File: config.mk
export PLATFORM = sky130hd
export DESIGN_NAME = bmhq_ctrl_flat
export DESIGN_NICKNAME = d
export VERILOG_FILES = /design/src/rtl/bmhq_pkg.sv /design/src/rtl/bmhq_req_if.sv /design/src/rtl/bmhq_rsp_if.sv /design/src/rtl/bmhq_ctrl.sv /design/src/flat_wrapper.sv
export SDC_FILE = /design/constraint.sdc
export NUM_CORES = 1
export LEC_CHECK = 0
export BUFFER_PORTS_ARGS = -buffer_cell sky130_fd_sc_hd__buf_2
export CORE_MARGIN = 4
export CORE_UTILIZATION = 43
export DETAILED_ROUTE_END_ITERATION = 12
export GPL_TIMING_DRIVEN = 0
export SYNTH_ARGS = -nofsm -noshare
export SYNTH_HDL_FRONTEND = slang
export SYNTH_SLANG_ARGS = --single-unit
File: constraint.sdc
create_clock -name i_clk -period 16.2 [get_ports i_clk]
set_clock_uncertainty 0.2 [all_clocks]
set_input_delay 2.43 -clock i_clk [delete_from_list [all_inputs] [get_ports i_clk]]
set_output_delay 2.43 -clock i_clk [all_outputs]
set_load 0.1 [all_outputs]
File: src/rtl/bmhq_pkg.sv
// ----------------------------------------------------------------------------
// bmhq_pkg
// shared constants, types and helpers of the binary min-heap queue
// ----------------------------------------------------------------------------
package bmhq_pkg;

    localparam int CAPACITY = 1024;
    localparam int ADDR_W   = $clog2(CAPACITY);
    localparam int CNT_W    = $clog2(CAPACITY + 1);
    localparam int DATA_W   = 32;

    typedef logic signed [DATA_W-1:0] t_data;
    typedef logic [CNT_W-1:0]         t_cnt;
    typedef logic [ADDR_W-1:0]        t_addr;

    typedef enum logic {
        FUNC_PUSH = 1'b0,
        FUNC_POP  = 1'b1
    } t_func;

    typedef enum logic [1:0] {
        ST_OK    = 2'd0,
        ST_FULL  = 2'd1,
        ST_EMPTY = 2'd2
    } t_status;

    typedef struct packed {
        logic  we;
        t_addr waddr;
        t_data wdata;
        logic  re;
        t_addr raddr;
    } t_mem_req;

    // heap position (1-based) to store address
    function automatic t_addr pos2addr(input t_cnt pos);
        t_cnt tmp;
        tmp = pos - t_cnt'(1);
        return tmp[ADDR_W-1:0];
    endfunction

endpackage

File: src/rtl/bmhq_req_if.sv
// ----------------------------------------------------------------------------
// bmhq_req_if
// request channel: push or pop item with valid/ready handshake
// ----------------------------------------------------------------------------
interface bmhq_req_if;
    logic            valid;
    logic            ready;
    logic            func;
    bmhq_pkg::t_data value;

    modport source(output valid, output func, output value, input ready);
    modport sink(input valid, input func, input value, output ready);
endinterface

File: src/rtl/bmhq_rsp_if.sv
// ----------------------------------------------------------------------------
// bmhq_rsp_if
// response channel: top value, count and status with valid/ready handshake
// ----------------------------------------------------------------------------
interface bmhq_rsp_if;
    logic            valid;
    logic            ready;
    bmhq_pkg::t_data top_value;
    bmhq_pkg::t_cnt  count;
    logic [1:0]      status;

    modport source(output valid, output top_value, output count, output status,
                   input ready);
    modport sink(input valid, input top_value, input count, input status,
                 output ready);
endinterface

File: src/rtl/bmhq_ctrl.sv
// ----------------------------------------------------------------------------
// bmhq_ctrl
// heap sequencer: sift-up and sift-down over the store, hole method
// ----------------------------------------------------------------------------
module bmhq_ctrl (
    input  logic                i_clk,
    input  logic                i_rst_n,
    bmhq_req_if.sink            i_req,
    bmhq_rsp_if.source          o_rsp,
    output bmhq_pkg::t_mem_req  o_mem,
    input  bmhq_pkg::t_data     i_rdata
);

    typedef enum logic [2:0] {
        S_IDLE,
        S_UP_CMP,
        S_UP_FIN,
        S_DN_LAST,
        S_DN_RD,
        S_DN_L,
        S_DN_R,
        S_DONE
    } t_state;

    t_state            r_state,  n_state;
    bmhq_pkg::t_cnt    r_count,  n_count;
    bmhq_pkg::t_cnt    r_pos,    n_pos;
    bmhq_pkg::t_data   r_v,      n_v;
    bmhq_pkg::t_data   r_left,   n_left;
    bmhq_pkg::t_data   r_root,   n_root;
    bmhq_pkg::t_status r_status, n_status;
    logic              r_out_valid, n_out_valid;
    bmhq_pkg::t_data   r_out_top,   n_out_top;
    bmhq_pkg::t_cnt    r_out_count, n_out_count;
    bmhq_pkg::t_status r_out_status, n_out_status;

    bmhq_pkg::t_mem_req mem;
    logic [bmhq_pkg::CNT_W:0] left_wide;
    bmhq_pkg::t_cnt    left_pos;
    bmhq_pkg::t_cnt    parent;
    bmhq_pkg::t_cnt    new_cnt;
    logic              pick_right;
    bmhq_pkg::t_data   kid_val;
    bmhq_pkg::t_cnt    kid_pos;

    always_comb begin
        n_state      = r_state;
        n_count      = r_count;
        n_pos        = r_pos;
        n_v          = r_v;
        n_left       = r_left;
        n_root       = r_root;
        n_status     = r_status;
        n_out_valid  = r_out_valid & ~o_rsp.ready;
        n_out_top    = r_out_top;
        n_out_count  = r_out_count;
        n_out_status = r_out_status;
        mem          = '0;

        left_wide  = {r_pos, 1'b0};
        left_pos   = left_wide[bmhq_pkg::CNT_W-1:0];
        parent     = r_pos >> 1;
        new_cnt    = r_count + bmhq_pkg::t_cnt'(1);
        pick_right = (i_rdata < r_left);
        kid_val    = pick_right ? i_rdata : r_left;
        kid_pos    = pick_right ? (left_pos + bmhq_pkg::t_cnt'(1)) : left_pos;

        case (r_state)
            S_IDLE: begin
                if (i_req.valid) begin
                    n_status = bmhq_pkg::ST_OK;
                    n_state  = S_DONE;
                    if (i_req.func == bmhq_pkg::FUNC_PUSH) begin
                        if (r_count == bmhq_pkg::t_cnt'(bmhq_pkg::CAPACITY)) begin
                            n_status = bmhq_pkg::ST_FULL;
                        end else begin
                            n_count = new_cnt;
                            n_pos   = new_cnt;
                            n_v     = i_req.value;
                            if (r_count == '0) begin
                                mem.we    = 1'b1;
                                mem.waddr = '0;
                                mem.wdata = i_req.value;
                            end else begin
                                mem.re    = 1'b1;
                                mem.raddr = bmhq_pkg::pos2addr(new_cnt >> 1);
                                n_state   = S_UP_CMP;
                            end
                        end
                    end else begin
                        if (r_count == '0) begin
                            n_status = bmhq_pkg::ST_EMPTY;
                        end else if (r_count == bmhq_pkg::t_cnt'(1)) begin
                            n_count = '0;
                        end else begin
                            mem.re    = 1'b1;
                            mem.raddr = bmhq_pkg::pos2addr(r_count);
                            n_count   = r_count - bmhq_pkg::t_cnt'(1);
                            n_state   = S_DN_LAST;
                        end
                    end
                end
            end
            S_UP_CMP: begin
                mem.we    = 1'b1;
                mem.waddr = bmhq_pkg::pos2addr(r_pos);
                if (r_v < i_rdata) begin
                    mem.wdata = i_rdata;
                    n_pos     = parent;
                    if (parent == bmhq_pkg::t_cnt'(1)) begin
                        n_state = S_UP_FIN;
                    end else begin
                        mem.re    = 1'b1;
                        mem.raddr = bmhq_pkg::pos2addr(parent >> 1);
                    end
                end else begin
                    mem.wdata = r_v;
                    n_state   = S_DONE;
                end
            end
            S_UP_FIN: begin
                mem.we    = 1'b1;
                mem.waddr = '0;
                mem.wdata = r_v;
                n_state   = S_DONE;
            end
            S_DN_LAST: begin
                n_v     = i_rdata;
                n_pos   = bmhq_pkg::t_cnt'(1);
                n_state = S_DN_RD;
            end
            S_DN_RD: begin
                if (left_wide > {1'b0, r_count}) begin
                    mem.we    = 1'b1;
                    mem.waddr = bmhq_pkg::pos2addr(r_pos);
                    mem.wdata = r_v;
                    n_state   = S_DONE;
                end else begin
                    mem.re    = 1'b1;
                    mem.raddr = bmhq_pkg::pos2addr(left_pos);
                    n_state   = S_DN_L;
                end
            end
            S_DN_L: begin
                n_left = i_rdata;
                if (left_pos < r_count) begin
                    mem.re    = 1'b1;
                    mem.raddr = bmhq_pkg::pos2addr(left_pos + bmhq_pkg::t_cnt'(1));
                    n_state   = S_DN_R;
                end else begin
                    mem.we    = 1'b1;
                    mem.waddr = bmhq_pkg::pos2addr(r_pos);
                    if (i_rdata < r_v) begin
                        mem.wdata = i_rdata;
                        n_pos     = left_pos;
                        n_state   = S_DN_RD;
                    end else begin
                        mem.wdata = r_v;
                        n_state   = S_DONE;
                    end
                end
            end
            S_DN_R: begin
                mem.we    = 1'b1;
                mem.waddr = bmhq_pkg::pos2addr(r_pos);
                if (kid_val < r_v) begin
                    mem.wdata = kid_val;
                    n_pos     = kid_pos;
                    n_state   = S_DN_RD;
                end else begin
                    mem.wdata = r_v;
                    n_state   = S_DONE;
                end
            end
            S_DONE: begin
                if (!r_out_valid || o_rsp.ready) begin
                    n_out_valid  = 1'b1;
                    n_out_top    = (r_count != '0) ? r_root : '0;
                    n_out_count  = r_count;
                    n_out_status = r_status;
                    n_state      = S_IDLE;
                end
            end
            default: begin
                n_state = S_IDLE;
            end
        endcase

        // root shadow, kept in step with every write to the first entry
        if (mem.we && (mem.waddr == '0)) begin
            n_root = mem.wdata;
        end
    end

    always_ff @(posedge i_clk) begin
        if (!i_rst_n) begin
            r_state     <= S_IDLE;
            r_count     <= '0;
            r_out_valid <= 1'b0;
        end else begin
            r_state     <= n_state;
            r_count     <= n_count;
            r_out_valid <= n_out_valid;
        end
        r_pos        <= n_pos;
        r_v          <= n_v;
        r_left       <= n_left;
        r_root       <= n_root;
        r_status     <= n_status;
        r_out_top    <= n_out_top;
        r_out_count  <= n_out_count;
        r_out_status <= n_out_status;
    end

    assign i_req.ready     = (r_state == S_IDLE);
    assign o_rsp.valid     = r_out_valid;
    assign o_rsp.top_value = r_out_top;
    assign o_rsp.count     = r_out_count;
    assign o_rsp.status    = r_out_status;
    assign o_mem           = mem;

endmodule

File: src/flat_wrapper.sv
// flat-port wrapper written by rule: the top's interface ports become plain ports
module bmhq_ctrl_flat 
  (i_clk, i_rst_n, o_mem, i_rdata, i_req_valid, i_req_func, i_req_value, i_req_ready, o_rsp_valid, o_rsp_top_value, o_rsp_count, o_rsp_status, o_rsp_ready);
  bmhq_req_if i_req_i ();
  bmhq_rsp_if o_rsp_i ();
  input  logic i_clk;
  input  logic i_rst_n;
  output bmhq_pkg::t_mem_req o_mem;
  input  bmhq_pkg::t_data i_rdata;
  input wire logic [$bits(i_req_i.valid)-1:0] i_req_valid;
  input wire logic [$bits(i_req_i.func)-1:0] i_req_func;
  input wire logic [$bits(i_req_i.value)-1:0] i_req_value;
  output wire logic [$bits(i_req_i.ready)-1:0] i_req_ready;
  output wire logic [$bits(o_rsp_i.valid)-1:0] o_rsp_valid;
  output wire logic [$bits(o_rsp_i.top_value)-1:0] o_rsp_top_value;
  output wire logic [$bits(o_rsp_i.count)-1:0] o_rsp_count;
  output wire logic [$bits(o_rsp_i.status)-1:0] o_rsp_status;
  input wire logic [$bits(o_rsp_i.ready)-1:0] o_rsp_ready;
  assign i_req_i.valid = i_req_valid;
  assign i_req_i.func = i_req_func;
  assign i_req_i.value = i_req_value;
  assign i_req_ready = i_req_i.ready;
  assign o_rsp_valid = o_rsp_i.valid;
  assign o_rsp_top_value = o_rsp_i.top_value;
  assign o_rsp_count = o_rsp_i.count;
  assign o_rsp_status = o_rsp_i.status;
  assign o_rsp_i.ready = o_rsp_ready;
  bmhq_ctrl u_core (.i_clk(i_clk), .i_rst_n(i_rst_n), .i_req(i_req_i), .o_rsp(o_rsp_i), .o_mem(o_mem), .i_rdata(i_rdata));
endmodule
# After elaboration in Yosys (flattened, before gate mapping)
# Cells that the tools add are included.
# word_totals
regBits	169
latchBits	0
ramBits	0
rom_bits	0
in_bits	69
out_inout_bits	101
memories	0
# op_classes
n_addsub	8
multipliers	0
div	0
n_lt_le_gt_ge	6
n_eq_ne	21
shift	0
n_mux	55
bitwise	2
n_reduce_logical	15
# ops
cell	count
$pmux 43 s6	1
$mux 32	7
$mux 11	19
$mux 43	4
$lt 32x32->1	4
$mux 54	2
$pmux 32 s2	1
$pmux 11 s5	1
$pmux 11 s4	1
$sub 10x1->10 const B	4
$mux 3	10
$pmux 3 s8	1
$add 11x1->11 const B	2
$eq 3x3->1 const B	4
$gt 12x11->1	1
$ne 2x2->1 const B	6
$eq 11x1->1 const B	1
$eq 11x11->1 const B	1
$logic_not 11->1	1
$lt 11x11->1	1
$reduce_bool 11->1	1
$sub 11x1->11 const B	1
$eq 10x1->1 const B	1
$logic_not 10->1	1
19 further kinds	31

# Depth between registers and ports, before layout
# logic_depth
depth_word	9
depth_mapped	23
ltp_nobuf	21

# Worst setup path before layout
# OpenSTA, ideal clock, no wires.
# synth_timing
path_kind	input to output
startpoint	input port i_rdata[30]
endpoint	output port o_mem[42] (netlist name)
t_arrival_ns	7.966
path_slack_ns	5.604
stages	21
cell_sequence	ha_1 -> nand4_2 -> nor3_2 -> a22oi_1 -> and3_4 -> a2111oi_4 -> buf_2 -> buf_1 -> nand2_1 -> o21ai_0 -> ha_1 -> a21o_1 -> a21o_1 -> a221oi_1 -> o21ai_1 -> or4b_1 -> nor2_1 -> a211oi_4 -> xnor2_4 -> buf_2 -> o211ai_1
# synth_lines
element	line	source
start: declaration	flat_wrapper.sv:9	input bmhq_pkg::t_data i_rdata;
end: declaration	flat_wrapper.sv:8	output bmhq_pkg::t_mem_req o_mem;

==> results by group <==
CTS
  • Clk sink count: 169
  • CTS Hold Bufs: 0
  • Cts repair resizes: 0
  • Clock root cell: clkbuf_16
  • CTS tree: done
  • Worst skew pair latency: 0.44 ns
  • Clock Path Buffers: 2
  • Htree depth: 4
  • Post-CTS Repair Setup Buffers: 0
  • TritonCTS Buffers: 17
  • Clock Pin Slew Worst Setup and Hold Paths: 0.07 ns

Cells and area
  • Layout area overhead: 16.61%
  • Reg area: 4925 sq um
  • Layout cell share with drive strength beyond 1: 0.1850
  • Final nets: 1566
  • Area occupied by multi-input gates: 6067 sq um
  • Fill count: 2424

Logic synthesis
  • Synthesized area: 11620 sq um
  • Synthesis warning total: 0
  • Primary FF master, synth: edfxtp_1
  • Cells after Synth: 1197
  • EDFF count, synth: 154
  • Register area share after synthesis: 0.4237
  • Flops & latches, synth: 169
  • Yosys cell types: 68
  • Post-synth net total: 1376
  • Async S/R FF share, synth: 0
  • Syn Area/Cell: 9.710 sq um

Worst hold path
  • Worst hold path class: register to register
  • Hold Crit Depth: 0

STA
  • Slew @ Worst Pin: 1.030 ns
  • Max-slew violation count: 0
  • Setup TNS: 0 ns
  • Max Clk Rate: 87.16 MHz
  • Final setup vio count: 0
  • Slew margin rel.: 0.3078
  • Final worst path period share: 0.7082
  • Final WS setup: 4.727 ns
  • RSZ-0062 raised after global routing: false
  • Clock period minus worst slack: 11.47 ns
  • Final hold viol count: 0

Place
  • Routability cong.: 0.9055
  • PortBufs: 168
  • DP HPWL: 25550 microns
  • Post-place setup slack: 4.689 ns

GRT
  • Initial antenna violation count: 4
  • Grt ovf: 0
  • Vias in the first global route: 9297
  • Largest net degree at the start of global routing: 36
  • First-pass GRT wire length: 51740 microns
  • GRT Total Usage: 0.2235

Worst setup path
  • Maximum fanout along the worst path: 10
  • FF-to-FF path depth: 23
  • Required time worst endpoint: 13.57 ns
  • Critical path startpoint category: input pin
  • Crit path capture type: output pin
  • Critical path arrival: 8.84 ns
  • Crit Path Category: input pin to output pin

Detailed routing
  • Via density: 5.689
  • Drt pass-1 iters: 6
  • ANT nets after route: 0
  • Routed WL per cell: 19.37 microns
  • Post-Route WL: 33620 microns
  • Iter 0 DRT Violations: 1002
  • Via Count: 9876
  • Drc violations: 0

Floorplanning
  • Std-Cell Rows: 59
  • Core area: 26350 sq um
  • Die W: 172.4 microns
  • Initial core utilization: 0.4410
  • Die ar.: 29720 sq um
  • Num ports: 170
  • DIE HEIGHT: 172.4 microns

Run
  • Maxcap violations: 0

Outcome
  • Status: finished, final reports clean
[routing by layer]
metal  track usage  vias to the layer above  part of all wire
met5             0                        -            0.0012
met4       0.05537                        6             0.016
met3       0.04230                       43             0.061
met2        0.3548                      324              0.46
met1        0.3166                     4668              0.46
li1              -                     4835                 -
[final timing paths]
check	start	to	slack, ns
hold reg to reg	u_core.r_status[0]$_SDFFCE_PP0P_	u_core.o_rsp.status[0]$_DFFE_PP_	0.22
hold / removal	u_core.r_status[0]$_SDFFCE_PP0P_	u_core.o_rsp.status[0]$_DFFE_PP_	0.22
setup / recovery	i_rdata[5]	o_mem[14]	4.73
setup reg to reg	u_core.r_left[5]$_DFFE_PP_	u_core.r_root[10]$_DFFE_PP_	9.43
[cell usage after synthesis, types with 4 or more instances]
cell type | instances | area share
nor2b_1 | 6 | 0.0032
a22o_1 | 7 | 0.0053
ha_1 | 110 | 0.12
a221o_1 | 38 | 0.033
clkbuf_1 | 53 | 0.017
xnor2_1 | 30 | 0.023
a22oi_1 | 8 | 0.0052
buf_2 | 5 | 0.0022
o21bai_1 | 4 | 0.0026
o211ai_1 | 8 | 0.0052
a21oi_1 | 54 | 0.023
and2_1 | 35 | 0.019
nor3_1 | 24 | 0.010
a221oi_1 | 5 | 0.0038
inv_1 | 97 | 0.031
o21a_1 | 6 | 0.0039
buf_1 | 6 | 0.0019
dfxtp_1 | 15 | 0.026
a21o_1 | 9 | 0.0058
a31oi_1 | 6 | 0.0032
nor2_1 | 73 | 0.024
o21ai_0 | 79 | 0.034
o31ai_1 | 34 | 0.022
nand3_1 | 26 | 0.011
edfxtp_1 | 154 | 0.40
o22ai_1 | 11 | 0.0059
nor4_1 | 5 | 0.0027
nand2b_1 | 5 | 0.0027
a211oi_1 | 11 | 0.0071
mux2i_1 | 6 | 0.0052
xor2_1 | 10 | 0.0075
o221ai_1 | 7 | 0.0053
nand2_1 | 138 | 0.045
and3_1 | 11 | 0.0059
mux2_2 | 32 | 0.031
nand4_1 | 24 | 0.013
[layout by cell type, fill, tap and decap left out, types with 4 or more instances in the layout]
cell	instances
and3_1	11
a21oi_1	54
mux2_2	32
o21bai_1	4
o211ai_1	8
mux2i_1	6
a22oi_1	8
xor2_1	10
o221ai_1	7
a211oi_1	11
nor2b_1	6
clkbuf_16	17
nor2_1	71
nor3_1	24
buf_2	173
ha_1	110
a221o_1	38
a22o_1	7
a21o_1	9
nand2b_1	5
nand3_1	26
inv_1	96
o21ai_0	79
xnor2_1	30
buf_1	6
a31oi_1	6
and2_1	35
edfxtp_1	154
a221oi_1	5
dfxtp_1	15
o22ai_1	11
o21a_1	6
inv_6	6
o31ai_1	34
clkbuf_1	55
nand2_1	137
nand4_1	24
nor4_1	5
[state kept, by name, indices dropped and copies added, names as in the netlist]
| register | cells |
|---|---|
| u_core.o_rsp.count | 11 |
| u_core.o_rsp.status | 2 |
| u_core.o_rsp.top_value | 32 |
| u_core.o_rsp.valid | 1 |
| u_core.r_count | 11 |
| u_core.r_left | 32 |
| u_core.r_pos | 11 |
| u_core.r_root | 32 |
| u_core.r_state | 3 |
| u_core.r_status | 2 |
| u_core.r_v | 32 |
[per-stage QoR]
step,util,cell area (sq um),instances,hold WS [ns]
after CTS,0.5142,13550,1735,0.2213
after global placement,0.4888,12880,1700,0.2056
after floorplan,-,11620,1197,0.2003
final,0.5143,13550,1736,0.2210
after detailed placement,0.4918,12960,1703,0.2045
after global routing,0.5143,13550,1736,0.2340
[critical path: stages]
cell	delay, ns
buf_2	0.15
ha_1	0.32
a21oi_1	0.16
nor2_1	0.06
a211oi_1	0.31
o21ai_0	0.32
a2111oi_4	0.40
buf_2	0.29
buf_1	0.45
nand2_1	0.09
o21ai_0	0.09
ha_1	0.27
a21oi_1	0.16
o221ai_1	0.14
a221oi_1	0.43
o21ai_1	0.18
or4b_1	0.57
nor2_1	0.20
a211oi_4	0.11
xnor2_4	0.20
o21bai_1	0.36
buf_2	0.34
a221o_1	0.31
buf_2	0.47
[cell families after synthesis]
| family | after synthesis | share of synthesized area |
|---|---|---|
| adder cells (fa/ha/maj) | 110 | 0.1184 |
| buffers and inverters | 165 | 0.05576 |
| AO/OA/AOI/OAI | 310 | 0.1847 |
| XOR/XNOR | 41 | 0.03251 |
| multiplexers | 38 | 0.03617 |
| flip-flops | 169 | 0.4237 |
| AND/OR/NAND/NOR | 364 | 0.1487 |
[layout make-up]
class                   instances  area share
diodes                          1   0.0001846
plain buffers                  67     0.02068
clock buffers                  19     0.03194
clock inverters                13     0.01163
inverters                      98     0.02714
multi-input cells             863      0.4477
flip-flops and latches        169      0.3634
well taps                     335     0.03093
repair buffers                171     0.06647
Power is not shown: default switching activity piles up to over one toggle a cycle in this logic, so the estimate is an artifact.
